File: config.mk
export PLATFORM = sky130hd
export DESIGN_NAME = stbs_seq
export DESIGN_NICKNAME = d
export VERILOG_FILES = /design/src/rtl/core/stbs_pkg.sv /design/src/rtl/core/stbs_seq.sv
export SDC_FILE = /design/constraint.sdc
export NUM_CORES = 1
export LEC_CHECK = 0
export BUFFER_PORTS_ARGS = -buffer_cell sky130_fd_sc_hd__buf_2
export CAP_MARGIN = 20
export CORE_MARGIN = 5
export CORE_UTILIZATION = 53
export DETAILED_ROUTE_END_ITERATION = 10
export HOLD_SLACK_MARGIN = 0.05
export PLACE_DENSITY = 0.82
export REMOVE_ABC_BUFFERS = 1
export SLEW_MARGIN = 20
export SYNTH_ARGS = -nofsm -noshare
export SYNTH_HDL_FRONTEND = slang
export SYNTH_SLANG_ARGS = --single-unit
export TNS_END_PERCENT = 5
File: constraint.sdc
create_clock -name clk -period 2.8 [get_ports clk]
set_clock_uncertainty 0.15 [all_clocks]
set_input_delay 0.14 -clock clk [delete_from_list [all_inputs] [get_ports clk]]
set_output_delay 0.14 -clock clk [all_outputs]
set_load 0.05 [all_outputs]
File: src/rtl/core/stbs_pkg.sv
package stbs_pkg;

  // Field widths fixed by the interface.
  localparam int unsigned POS_W  = 10;
  localparam int unsigned DATA_W = 32;

  // Command codes carried on the command port.
  localparam logic CMD_WRITE  = 1'b0;
  localparam logic CMD_SEARCH = 1'b1;

  // Search sequencer states.
  typedef enum logic [1:0] {
    ST_IDLE,
    ST_READ,
    ST_COMPARE,
    ST_REPORT
  } state_t;

endpackage

File: src/rtl/core/stbs_seq.sv
module stbs_seq #(
  parameter int unsigned TABLE_DEPTH = 1024
) (
  input  logic                                clk,
  input  logic                                rst,
  input  logic                                start,
  input  logic                                command,
  input  logic [stbs_pkg::POS_W-1:0]          position,
  input  logic signed [stbs_pkg::DATA_W-1:0]  data_value,
  input  logic [stbs_pkg::POS_W-1:0]          range_low,
  input  logic [stbs_pkg::POS_W-1:0]          range_high,
  output logic                                busy,
  output logic                                done,
  output logic                                found,
  output logic                                ram_we,
  output logic [$clog2(TABLE_DEPTH)-1:0]      ram_addr,
  output logic [stbs_pkg::DATA_W-1:0]         ram_wdata,
  input  logic [stbs_pkg::DATA_W-1:0]         ram_rdata
);

  localparam int unsigned AW = $clog2(TABLE_DEPTH);
  localparam int unsigned PW = stbs_pkg::POS_W;
  // Common width wide enough for both a position and a table address.
  localparam int unsigned XW = (AW > PW) ? AW : PW;
  localparam logic [XW:0] DEPTH_V = (XW + 1)'(TABLE_DEPTH);
  localparam logic [XW:0] LAST_V  = (XW + 1)'(TABLE_DEPTH - 1);

  stbs_pkg::state_t state, state_next;

  logic [PW-1:0]                      lo, lo_next;
  logic [PW-1:0]                      hi, hi_next;
  logic [PW-1:0]                      mid;
  logic signed [stbs_pkg::DATA_W-1:0] key;
  logic                               found_next;

  logic                               accept;
  logic                               is_search;
  logic [PW-1:0]                      hi_clamped;
  logic                               range_empty;
  logic [PW:0]                        mid_sum;
  logic [PW-1:0]                      mid_calc;
  logic signed [stbs_pkg::DATA_W-1:0] probe;
  logic                               hit;
  logic                               go_up;
  logic                               go_down;
  logic                               pos_in_table;

  assign accept    = start && (state == stbs_pkg::ST_IDLE);
  assign is_search = (command == stbs_pkg::CMD_SEARCH);

  // Clamp the upper bound of the range to the last table position.
  always_comb begin
    if ((XW + 1)'(range_high) >= DEPTH_V) begin
      hi_clamped = LAST_V[PW-1:0];
    end else begin
      hi_clamped = range_high;
    end
  end

  assign range_empty  = (range_low > hi_clamped);
  assign pos_in_table = ((XW + 1)'(position) < DEPTH_V);

  // Truncated midpoint of the current range.
  assign mid_sum  = {1'b0, lo} + {1'b0, hi};
  assign mid_calc = mid_sum[PW:1];

  // Shared compare unit: one probed entry against the key.
  assign probe   = $signed(ram_rdata);
  assign hit     = (probe == key);
  assign go_up   = (probe < key) && (mid < hi);
  assign go_down = (probe > key) && (mid > lo);

  // Next state.
  always_comb begin
    state_next = state;
    unique case (state)
      stbs_pkg::ST_IDLE: begin
        if (accept && is_search) begin
          state_next = range_empty ? stbs_pkg::ST_REPORT : stbs_pkg::ST_READ;
        end
      end
      stbs_pkg::ST_READ: begin
        state_next = stbs_pkg::ST_COMPARE;
      end
      stbs_pkg::ST_COMPARE: begin
        if (!hit && (go_up || go_down)) begin
          state_next = stbs_pkg::ST_READ;
        end else begin
          state_next = stbs_pkg::ST_REPORT;
        end
      end
      stbs_pkg::ST_REPORT: begin
        state_next = stbs_pkg::ST_IDLE;
      end
      default: begin
        state_next = stbs_pkg::ST_IDLE;
      end
    endcase
  end

  // Outputs and memory port.
  always_comb begin
    busy      = 1'b1;
    done      = 1'b0;
    ram_we    = 1'b0;
    ram_addr  = AW'(XW'(mid_calc));
    ram_wdata = data_value;
    unique case (state)
      stbs_pkg::ST_IDLE: begin
        busy     = 1'b0;
        ram_addr = AW'(XW'(position));
        ram_we   = accept && !is_search && pos_in_table;
      end
      stbs_pkg::ST_READ: begin
        ram_addr = AW'(XW'(mid_calc));
      end
      stbs_pkg::ST_COMPARE: begin
        busy = 1'b1;
      end
      stbs_pkg::ST_REPORT: begin
        done = 1'b1;
      end
      default: begin
        busy = 1'b1;
      end
    endcase
  end

  // Range bounds and the found flag.
  always_comb begin
    lo_next    = lo;
    hi_next    = hi;
    found_next = found;
    unique case (state)
      stbs_pkg::ST_IDLE: begin
        if (accept && is_search) begin
          lo_next    = range_low;
          hi_next    = hi_clamped;
          found_next = 1'b0;
        end
      end
      stbs_pkg::ST_COMPARE: begin
        if (hit) begin
          found_next = 1'b1;
        end else if (go_up) begin
          lo_next = mid + 1'b1;
        end else if (go_down) begin
          hi_next = mid - 1'b1;
        end
      end
      default: begin
        found_next = found;
      end
    endcase
  end

  // Control state.
  always_ff @(posedge clk) begin
    if (rst) begin
      state <= stbs_pkg::ST_IDLE;
    end else begin
      state <= state_next;
    end
  end

  // Datapath registers.
  always_ff @(posedge clk) begin
    lo    <= lo_next;
    hi    <= hi_next;
    found <= found_next;
    if (state == stbs_pkg::ST_READ) begin
      mid <= mid_calc;
    end
    if (accept && is_search) begin
      key <= data_value;
    end
  end

endmodule
==> reports/results.md, run 1 <==
• critical register-to-register path endpoint: lo[6]
• cell area after synthesis: 4772 um2
• slowest library cell on the worst path: o41ai_2
• WP buf/inv: 2
• grt met2 use: 0.4402
• number of violations reported at the end of detailed-routing iteration 0: 265
• met3 capacity usage during global routing: 0.06658
• # nets final: 840
• endpoint arrival time on the critical path: 2.76 ns
• antenna violations before repair: 1
• most area-hungry cell type in the Yosys netlist: edfxtp_1
• overflow left after global routing: 0
• TritonRoute pass-1 iters: 6
• first-pass GRT wire length: 21000 um
• area enclosed by the die boundary: 11000 um2
• setup slack of the critical path after layout: -0.05956 ns
• mean number of vias per cell: 5.297
• Hold Crit Endpoint: found
• Clock Sink Count: 65
• number of warnings printed during yosys synthesis: 0
• Final Cell Area: 6357 um2
• sequential element share of the synthesized area: 0.4048
• global routing met1 resource utilization: 0.2552
• count of non-filler cells in the finished layout: 782
• maximum clock frequency: 349.7 MHz
• number of enable-type register cells in the synthesized netlist: 63
• Reg2Reg Launch Point: key[5]
• setup repair after global routing missed its margin: yes
• Die Height: 104.9 um
• worst-case register-to-register setup slack: -0.06 ns
• dominant cells by area after synthesis: edfxtp_1 (40%), ha_1 (19%), inv_1 (5.6%), buf_4 (5.0%), nand2_1 (3.5%)
• number of diodes added for antenna fixing: 0
• Post-DP HPWL: 9718 um
• number of placement rows: 34
• wire length per cell after detailed routing: 17.02 um
• most frequent cells in the layout: buf_2 (137), inv_1 (71), ha_1 (69)
• nature of the critical path startpoint: flip-flop
• number of synthesized register bits: 65
• antenna-violating nets left: 0
• worst skew pair latency: 0.34 ns
• Stages on worst setup path: 10
• final setup violation count: 10
• maximum number of pins on one net before global-route repair: 33
• cell family with most CP delay: compound AO/OA/AOI/OAI gates
• Worst Setup SP: key[5]
• Tcrit/Tclk final: 1.021
• number of max-cap violations: 0
• commonest non-fill, non-tap cell in the layout: buf_2
• worst ir drop on vdd: 0.0002729 V
• core area: 8763 um2
• share of cells above drive strength 1: 0.2982
• crit-path max cell delay: 0.37 ns
• minimum clock period after layout: 2.860 ns
• Clk pin slew, worst setup/hold paths: 0.08 ns
• final hold slack: 0.1571 ns
• number of hold violations in the final report: 0
• crit path capture type: flip-flop
• clock root buffer master: clkbuf_8
• FFs w/ async S/R, synth: 0
• count of input and output buffers: 143
• Bufs on Longest Clock Path: 2
• Most Crowded Layer GR: met2
• die width: 104.9 um
• Power Density: 571.0 nW/um2
• worst-path cell chain: inv_1 > ha_1 > a21oi_1 > o21ai_0 > o2bb2ai_2 > o41ai_2 > o311ai_2 > o31ai_1 > and3b_2 > buf_12
• r2r worst-path depth: 10
• run status: complete, but fails checks
• GRT Resource Usage Total: 0.2394
• most common flop cell mapped by yosys: edfxtp_1
• Hold Path Origin: start
• Post-Syn Instances: 488
• worst hold path cell count: 3
• drt drc: 0
• overall power: 3630 uW
• HP Class: input pin to flip-flop
• cts bufs inserted: 9
• required arrival time at the worst endpoint: 2.70 ns
• Synth Area per Inst: 9.779 um2
• Ports: 144
• violated checks: negative setup slack
• Lkg Pwr: 0.003047 uW
• Clock H-tree levels: 3
• total count of max-transition violations in the final report: 0
• proportion of netlist area held by the largest area contributor: 0.3964
• last weighted congestion value of the routability-driven placer: 0.9313
• vias in the first global route: 4460
• Max-slew headroom: 0.4417
• total length of routed wires: 13310 um
• initial core utilization: 0.5445
• Cell variety after synth: 48
• total vias in the final route: 4142
• Area Growth Syn to Fin: 33.22%
• cell area reported after detailed placement: 5468 um2
• Cells after DPL: 711
• top fanout value on the critical path: 10
• TritonCTS clock tree: done
• transition at the pin with the smallest max-transition slack: 0.8343 ns
• critical path type: flip-flop to flip-flop
==> flip-flops by register name, summed over array words and instances (netlist names) <==
register,flops
mid,10
hi,10
state,2
found,1
key,32
lo,10
==> logic make-up (layout without fill, tap and decap cells) <==
group / Yosys count / in the layout / share of synthesized area
buf+inv: 112 / 298 / 0.1133
simple gates: 120 / 120 / 0.1183
mux: 6 / 6 / 0.01494
compound gates: 89 / 89 / 0.1135
flops: 65 / 65 / 0.4048
fa+ha+maj: 73 / 73 / 0.1930
xor+xnor: 23 / 23 / 0.04221
==> stage by stage <==
stage	setup TNS, ns	worst slack (ns)	utilization
2_1_floorplan	0	0.05775	-
3_3_place_gp	0	0.05153	0.6239
3_5_place_dp	-1.144	-0.1051	0.6239
4_1_cts	-0.04507	-0.04507	0.7146
5_1_grt	-2.486	-0.1891	0.7254
6_report	-0.5680	-0.05956	0.7254
==> cells in the mapped netlist, types with 2 or more instances <==
master    count
nor2_1       24
a221o_1       2
and3_1        4
inv_1        71
nand4_1       8
buf_4        32
edfxtp_1     63
nand3_1      12
xor2_1       10
mux2_2        5
o211ai_1      2
and2_1        2
xnor2_1      13
clkbuf_1      8
nand2_1      44
nor2b_1       4
o22ai_1       2
o21ai_0      26
ha_1         72
nor4_1        4
a21o_1        7
and4_1        2
nor3_1       10
a21boi_0      3
o21a_1        3
a31oi_1       2
a21oi_1      31
dfxtp_1       2
==> worst min-delay path, stage by stage <==
cell and delay [ns]:
buf_2 0.09, nand3_1 0.18, nand2_1 0.12
==> how the worst max path moves through the flow <==
stage / end / slack [ns]
after floorplan: ram_addr[9] / 0.06
after global placement: lo[6] / 0.05
after detailed placement: lo[6] / -0.11
after CTS: ram_addr[8] / -0.05
after global routing: lo[3] / -0.19
final: lo[6] / -0.06
==> layout make-up <==
class / instances / area, um2
Timing Repair Buffer: 210 / 1406
Sequential cell: 65 / 1932
Inverter: 72 / 270.3
Clock buffer: 10 / 137.6
Fill cell: 583 / 2406
Tap cell: 108 / 135.1
Multi-Input combinational cell: 311 / 2410
Clock inverter: 6 / 66.31
==> metal layers <==
layer | wire [um] | part of all wire | vias up
li1 | - | - | 2047
met1 | 4845 | 0.36 | 1889
met2 | 7047 | 0.53 | 183
met3 | 1125 | 0.085 | 21
met4 | 280 | 0.021 | 2
met5 | 11 | 0.00083 | -
==> report_power, final <==
group / internal, uW / switching (uW)
Sequential: 1230 / 69.5
Combinational: 600 / 919
Clock: 437 / 372
==> what timing repair did <==
action / in CTS / in global routing
setup buffers: 1 / 1
endpoints found under the setup margin: 24 / 26
pin swaps: 9 / 10
resized for setup: 18 / 19
hold buffers: 53 / 0
hold endpoints to repair: 54 / 0
Power figures use the tool's default switching activity.
==> inputs of run 2 (changes only) <==
--- a/config.mk
+++ b/config.mk
@@ -5,13 +5,15 @@
 export SDC_FILE = /design/constraint.sdc
 export NUM_CORES = 1
 export LEC_CHECK = 0
-export BUFFER_PORTS_ARGS = -buffer_cell sky130_fd_sc_hd__buf_2
+export BUFFER_PORTS_ARGS = -buffer_cell sky130_fd_sc_hd__clkbuf_2
 export CAP_MARGIN = 20
+export CELL_PAD_IN_SITES_DETAIL_PLACEMENT = 0
+export CELL_PAD_IN_SITES_GLOBAL_PLACEMENT = 2
 export CORE_MARGIN = 5
-export CORE_UTILIZATION = 53
+export CORE_UTILIZATION = 31
 export DETAILED_ROUTE_END_ITERATION = 10
 export HOLD_SLACK_MARGIN = 0.05
-export PLACE_DENSITY = 0.82
+export PLACE_DENSITY_LB_ADDON = 0.1
 export REMOVE_ABC_BUFFERS = 1
 export SLEW_MARGIN = 20
 export SYNTH_ARGS = -nofsm -noshare
==> reports/results.md, run 2 (same netlist as run 1, synthesis figures left out) <==
• endpoint arrival time on the critical path: 2.55 ns, -0.21 ns
• mean number of vias per cell: 4.562, -14%
• initial core utilization: 0.3151, -0.2295
• crit path capture type: output port
• WP buf/inv: 1, -1
• number of diodes added for antenna fixing: 0, unchanged
• part of the power in the clock network: 0.305, +0.082
• total count of max-transition violations in the final report: 0, unchanged
• overall power: 4181 uW, +15%
• number of violations reported at the end of detailed-routing iteration 0: 122, -54%
• cts bufs inserted: 9, unchanged
• worst-path cell chain: ha_1 > a31o_1 > a21o_1 > a21oi_4 > o21ai_2 > o41ai_2 > xnor2_1 > mux2_4 > clkbuf_16
• worst-case register-to-register setup slack: 0.11 ns, +0.17 ns
• final setup violation count: 1, -9
• Tcrit/Tclk final: 1.014, -0.006855
• maximum number of pins on one net before global-route repair: 33, unchanged
• Clk pin slew, worst setup/hold paths: 0.05 ns, -0.03 ns
• antenna-violating nets left: 0, unchanged
• critical path type: flip-flop to output port
• maximum clock frequency: 352.1 MHz, +0.68%
• utilization of the core after routing: 0.4381, -0.2874
• number of hold violations in the final report: 0, unchanged
• r2r worst-path depth: 10, unchanged
• last weighted congestion value of the routability-driven placer: 0.7836, -16%
• Clock Sink Count: 65, unchanged
• first-pass GRT wire length: 20000 um, -4.8%
• slowest library cell on the worst path: edfxtp_1
• TritonRoute pass-1 iters: 4, -2
• minimum clock period after layout: 2.840 ns, -0.01919 ns
• Area Growth Syn to Fin: 39.04%
• setup slack of the critical path after layout: -0.04036 ns, +0.01919 ns
• Power Density: 630.1 nW/um2, +10%
• transition at the pin with the smallest max-transition slack: 0.5412 ns, -0.2931 ns
• required arrival time at the worst endpoint: 2.51 ns, -0.19 ns
• core area: 15150 um2, +73%
• total length of routed wires: 12760 um, -4.1%
• most frequent cells in the layout: clkbuf_2 (137), inv_1 (71), ha_1 (71)
• Hold Crit Endpoint: lo[9]
• Ports: 144, unchanged
• Comb pwr share: 0.384, -0.034
• run status: complete, but fails checks
• Reg2Reg Launch Point: key[31]
• drt drc: 0, unchanged
• wire length per cell after detailed routing: 14.70 um, -14%
• reported net switching power: 1413 uW, +3.9%
• antenna violations before repair: 0, -1
• Post-DP HPWL: 10370 um, +6.7%
• top fanout value on the critical path: 2, -8
• area enclosed by the die boundary: 17970 um2, +63%
• die width: 134.1 um, +28%
• critical register-to-register path endpoint: hi[9]
• Worst Setup SP: lo[1]
• Max-slew headroom: 0.6388, +0.1971
• GRT Resource Usage Total: 0.1427, -0.09663
• number of max-cap violations: 0, unchanged
• vias in the first global route: 4032, -9.6%
• total vias in the final route: 3960, -4.4%
• TritonCTS clock tree: done
• overflow left after global routing: 0, unchanged
• crit-path max cell delay: 0.41 ns, +0.04 ns
• HP Class: input pin to flip-flop
• final hold slack: 0.06015 ns, -0.09699 ns
• count of input and output buffers: 143, unchanged
• Die Height: 134.1 um, +28%
• Lkg Pwr: 0.003182 uW, +4.4%
• largest register by flop count: key
• internal cell power: 2767 uW, +22%
• Clock H-tree levels: 3, unchanged
• worst hold path cell count: 3, unchanged
• cell family with most CP delay: compound AO/OA/AOI/OAI gates
• sequential group share of total power: 0.310, -0.049
• # nets final: 846, +0.71%
• worst skew pair latency: 0.33 ns, about the same
• Fillers: 1479, +150%
• nature of the critical path startpoint: flip-flop
• Hold Path Origin: range_low[9]
• Bufs on Longest Clock Path: 2, unchanged
• violated checks: negative setup slack
• number of flip-flops under the largest register name: 32, unchanged
• clock root buffer master: clkbuf_16
• setup repair after global routing missed its margin: yes
• net switching share of the total power: 0.3381, -0.03652
• setup total negative slack: -0.04036 ns, +0.5276 ns
• share of cells above drive strength 1: 0.3044, +0.006192
• worst ir drop on vdd: 0.0002715 V, -0.50%
• number of placement rows: 45, +32%
• pre-CTS setup slack: -0.1596 ns, -0.05448 ns
• commonest non-fill, non-tap cell in the layout: clkbuf_2
[run 2: changes by cell type in the layout (fill, tap and decap cells not counted), moves of 4 or more]
cell	before	now
buf_2	137	0
clkbuf_2	0	137
clkbuf_16	0	10
buf_4	15	24
clkbuf_8	10	1
dlygate4sd3_1	53	49
[run 2: per-layer routing]
layer,vias to the layer above,share of wire,GRT usage
met5,-,0,0
met4,0,0.013,0.04468
met3,10,0.046,0.02438
met2,91,0.48,0.2496
met1,1804,0.46,0.1801
li1,2055,-,-
[run 2: power groups by stage]
stage | Combinational (uW) | Sequential (uW) | Clock (uW)
global route | 1770 | 1310 | 1360
global placement | 1430 | 1320 | 0
floorplan | 837 | 1320 | 0
detailed placement | 1450 | 1310 | 0
CTS | 1590 | 1300 | 1320
finish | 1610 | 1300 | 1280
[run 2: worst max-delay path by stage]
stage                        endpoint  cells after the start
after global routing      ram_addr[8]                      9
after floorplan           ram_addr[9]                      9
after global placement          lo[7]                     10
after detailed placement        lo[7]                     10
after CTS                 ram_addr[8]                      9
final                     ram_addr[8]                      9
[run 2: final cells by class]
| class | count | area (um2) | share of cell area |
|---|---|---|---|
| flip-flops and latches | 65 | 1932 | 0.2912 |
| multi-input cells | 311 | 2387 | 0.3598 |
| inverters | 72 | 270.3 | 0.04073 |
| clock inverters | 6 | 106.4 | 0.01603 |
| repair buffers | 216 | 1475 | 0.2223 |
| clock buffers | 10 | 229.0 | 0.03451 |
| well taps | 188 | 235.2 | 0.03545 |
[run 2: worst min-delay path, stage by stage]
cell      delay [ns]
clkbuf_2        0.09
nand2_1         0.05
o21ai_0         0.12
[run 2: stage by stage]
stage / area, um2 / instances
finish: 6635 / 868
floorplan: 4502 / 448
detailed placement: 5658 / 799
global placement: 5658 / 799
global route: 6635 / 868
CTS: 6571 / 867
[run 2: what timing repair did]
item                       in CTS  in global routing
pin swaps                       7                  7
setup endpoints to repair      26                 26
hold buffers                   49                  0
setup buffers                   3                  1
hold endpoints to repair       50                  0
gates resized for setup        18                 16
==> inputs of run 3 (changes only) <==
--- a/config.mk
+++ b/config.mk
@@ -10,7 +10,7 @@
 export CELL_PAD_IN_SITES_DETAIL_PLACEMENT = 0
 export CELL_PAD_IN_SITES_GLOBAL_PLACEMENT = 2
 export CORE_MARGIN = 5
-export CORE_UTILIZATION = 31
+export CORE_UTILIZATION = 34
 export DETAILED_ROUTE_END_ITERATION = 10
 export HOLD_SLACK_MARGIN = 0.05
 export PLACE_DENSITY_LB_ADDON = 0.1
==> constraint.sdc (replaced) <==
create_clock -name clk -period 3.7 [get_ports clk]
set_clock_uncertainty 0.15 [all_clocks]
set_input_delay 0.185 -clock clk [delete_from_list [all_inputs] [get_ports clk]]
set_output_delay 0.185 -clock clk [all_outputs]
set_load 0.05 [all_outputs]
==> reports/results.md, run 3 (same netlist as run 1, synthesis figures left out) <==
• slowest library cell on the worst path: fa_1
• count of input and output buffers: 143, unchanged
• GRT Resource Usage Total: 0.1531, +0.01039
• Bufs on Longest Clock Path: 2, unchanged
• top fanout value on the critical path: 2, unchanged
• largest register by flop count: key
• total count of max-transition violations in the final report: 0, unchanged
• TritonCTS clock tree: done
• mean number of vias per cell: 4.691, +2.8%
• required arrival time at the worst endpoint: 3.37 ns, +0.86 ns
• maximum number of pins on one net before global-route repair: 33, unchanged
• Tcrit/Tclk final: 0.8728
• Most Crowded Layer GR: met2
• setup repair after global routing missed its margin: no
• share of cells above drive strength 1: 0.2599, -0.04447
• Clock H-tree levels: 3, unchanged
• global routing met1 resource utilization: 0.1882, +0.008117
• overflow left after global routing: 0, unchanged
• HP Class: input pin to flip-flop
• transition at the pin with the smallest max-transition slack: 0.9500 ns, +0.4088 ns
• TritonRoute pass-1 iters: 4, unchanged
• total vias in the final route: 3912, -1.2%
• initial core utilization: 0.3451, +0.03005
• last weighted congestion value of the routability-driven placer: 0.8032, +2.5%
• overall power: 2793 uW, -33%
• cts bufs inserted: 9, unchanged
• multi-input gate area in the final layout: 2300 um2, -3.7%
• nature of the critical path startpoint: flip-flop
• crit-path max cell delay: 0.45 ns, +0.04 ns
• minimum clock period after layout: 3.229 ns
• first-pass GRT wire length: 19720 um, -1.4%
• endpoint arrival time on the critical path: 2.89 ns, +0.34 ns
• vias in the first global route: 4081, +1.2%
• final setup violation count: 0, -1
• Post-DP HPWL: 9995 um, -3.6%
• setup total negative slack: 0 ns, +0.04036 ns
• clock root buffer master: clkbuf_16
• worst-path cell chain: inv_1 > fa_1 > nor2b_1 > o21ai_0 > a21boi_0 > o21ai_0 > a21oi_1 > xor2_1 > mux2_2 > clkbuf_2
• total area of sequential cells: 1932 um2, unchanged
• commonest non-fill, non-tap cell in the layout: clkbuf_2
• total length of routed wires: 12480 um, -2.2%
• Power Density: 452.1 nW/um2, -28%
• area enclosed by the die boundary: 16500 um2, -8.2%
• number of flip-flops under the largest register name: 32, unchanged
• core area: 13830 um2, -8.7%
• number of placement rows: 43, -4.4%
• Area Growth Syn to Fin: 29.47%
• Max-slew headroom: 0.3643, -0.2745
• drt drc: 0, unchanged
• met3 capacity usage during global routing: 0.02906, +0.004677
• cell family with most CP delay: compound AO/OA/AOI/OAI gates
• critical path type: flip-flop to output port
• WP buf/inv: 2, +1
• Clock Sink Count: 65, unchanged
• wire length per cell after detailed routing: 14.96 um, +1.8%
• run status: finished clean
• most frequent cells in the layout: clkbuf_2 (143), ha_1 (72), inv_1 (71)
• Die Height: 128.5 um, -4.2%
• Clk pin slew, worst setup/hold paths: 0.05 ns, about the same
• crit path capture type: output port
• antenna violations before repair: 0, unchanged
• Ports: 144, unchanged
• grt met2 use: 0.2700, +0.02042
• worst ir drop on vdd: 0.0002330 V, -14%
• Lkg Pwr: 0.002974 uW, -6.6%
• number of diodes added for antenna fixing: 0, unchanged
• worst skew pair latency: 0.33 ns, about the same
• die width: 128.5 um, -4.2%
• antenna-violating nets left: 0, unchanged
• maximum clock frequency: 309.6 MHz
• # nets final: 820, -3.1%
• number of hold violations in the final report: 0, unchanged
• number of violations reported at the end of detailed-routing iteration 0: 169, +39%
• number of max-cap violations: 0, unchanged
• Fillers: 1347, -8.9%
• cell type with the highest occurrence count on the critical path: o21ai_0
[run 3: cell types whose count changed in the layout (fill, tap and decap cells not counted), moves of 2 or more]
cell / change
o21ai_0: +4
o21ai_2: -3
a21oi_2: -2
buf_12: -4
bufinv_16: -3
clkinvlp_4: +3
clkbuf_2: +6
a21oi_1: +3
buf_4: -21
dlygate4sd3_1: -5
[run 3: where the power goes]
| part | internal (uW) | switching, uW | leakage (uW) |
|---|---|---|---|
| sequential | 935 | 72.9 | 0.000602 |
| clock | 450 | 329 | 0.000121 |
| combinational | 370 | 636 | 0.00225 |
| total | 1760 | 1040 | 0.00297 |
[run 3: worst paths after layout]
kind	from	to	slack (ns)	depth (start not counted)
min reg2reg	state[1]	state[1]	0.43	1
max reg2reg	key[11]	lo[6]	0.60	9
max	lo[1]	ram_addr[7]	0.47	10
min	range_low[8]	lo[8]	0.06	3
[run 3: through the flow]
step / instance area, um2 / hold slack [ns] / worst slack (ns) / instances / util
floorplan: 4502 / 0.1074 / 0.9128 / 448 / -
global placement: 5465 / 0.2276 / 0.6367 / 774 / 0.3953
detailed placement: 5465 / 0.2281 / 0.5069 / 774 / 0.3953
CTS: 6178 / 0.05098 / 0.4116 / 834 / 0.4468
global route: 6178 / 0.07035 / 0.2803 / 834 / 0.4468
finish: 6178 / 0.05544 / 0.4705 / 834 / 0.4468
[run 3: cell type report]
class / instances / share of cell area
Clock buffer: 9 / 0.03645
Clock inverter: 7 / 0.007695
Inverter: 72 / 0.04374
Multi-Input combinational cell: 311 / 0.3722
Sequential cell: 65 / 0.3127
Tap cell: 180 / 0.03645
Timing Repair Buffer: 190 / 0.1908
[run 3: worst min-delay path, stage by stage]
cell and delay [ns]:
clkbuf_2 0.10, nand2_1 0.06, o21ai_0 0.08
[run 3: routing by layer]
metal / vias up / wire (um)
met1: 1781 / 5540
met5: - / 0
met2: 110 / 5997
met4: 0 / 219
li1: 2004 / -
met3: 17 / 723
[run 3: what timing repair did]
item,4_1_cts,5_1_grt
buffers inserted,0,0
resized for setup,0,0
endpoints found under the hold margin,45,0
hold buffers,44,0
endpoints found under the setup margin,0,0
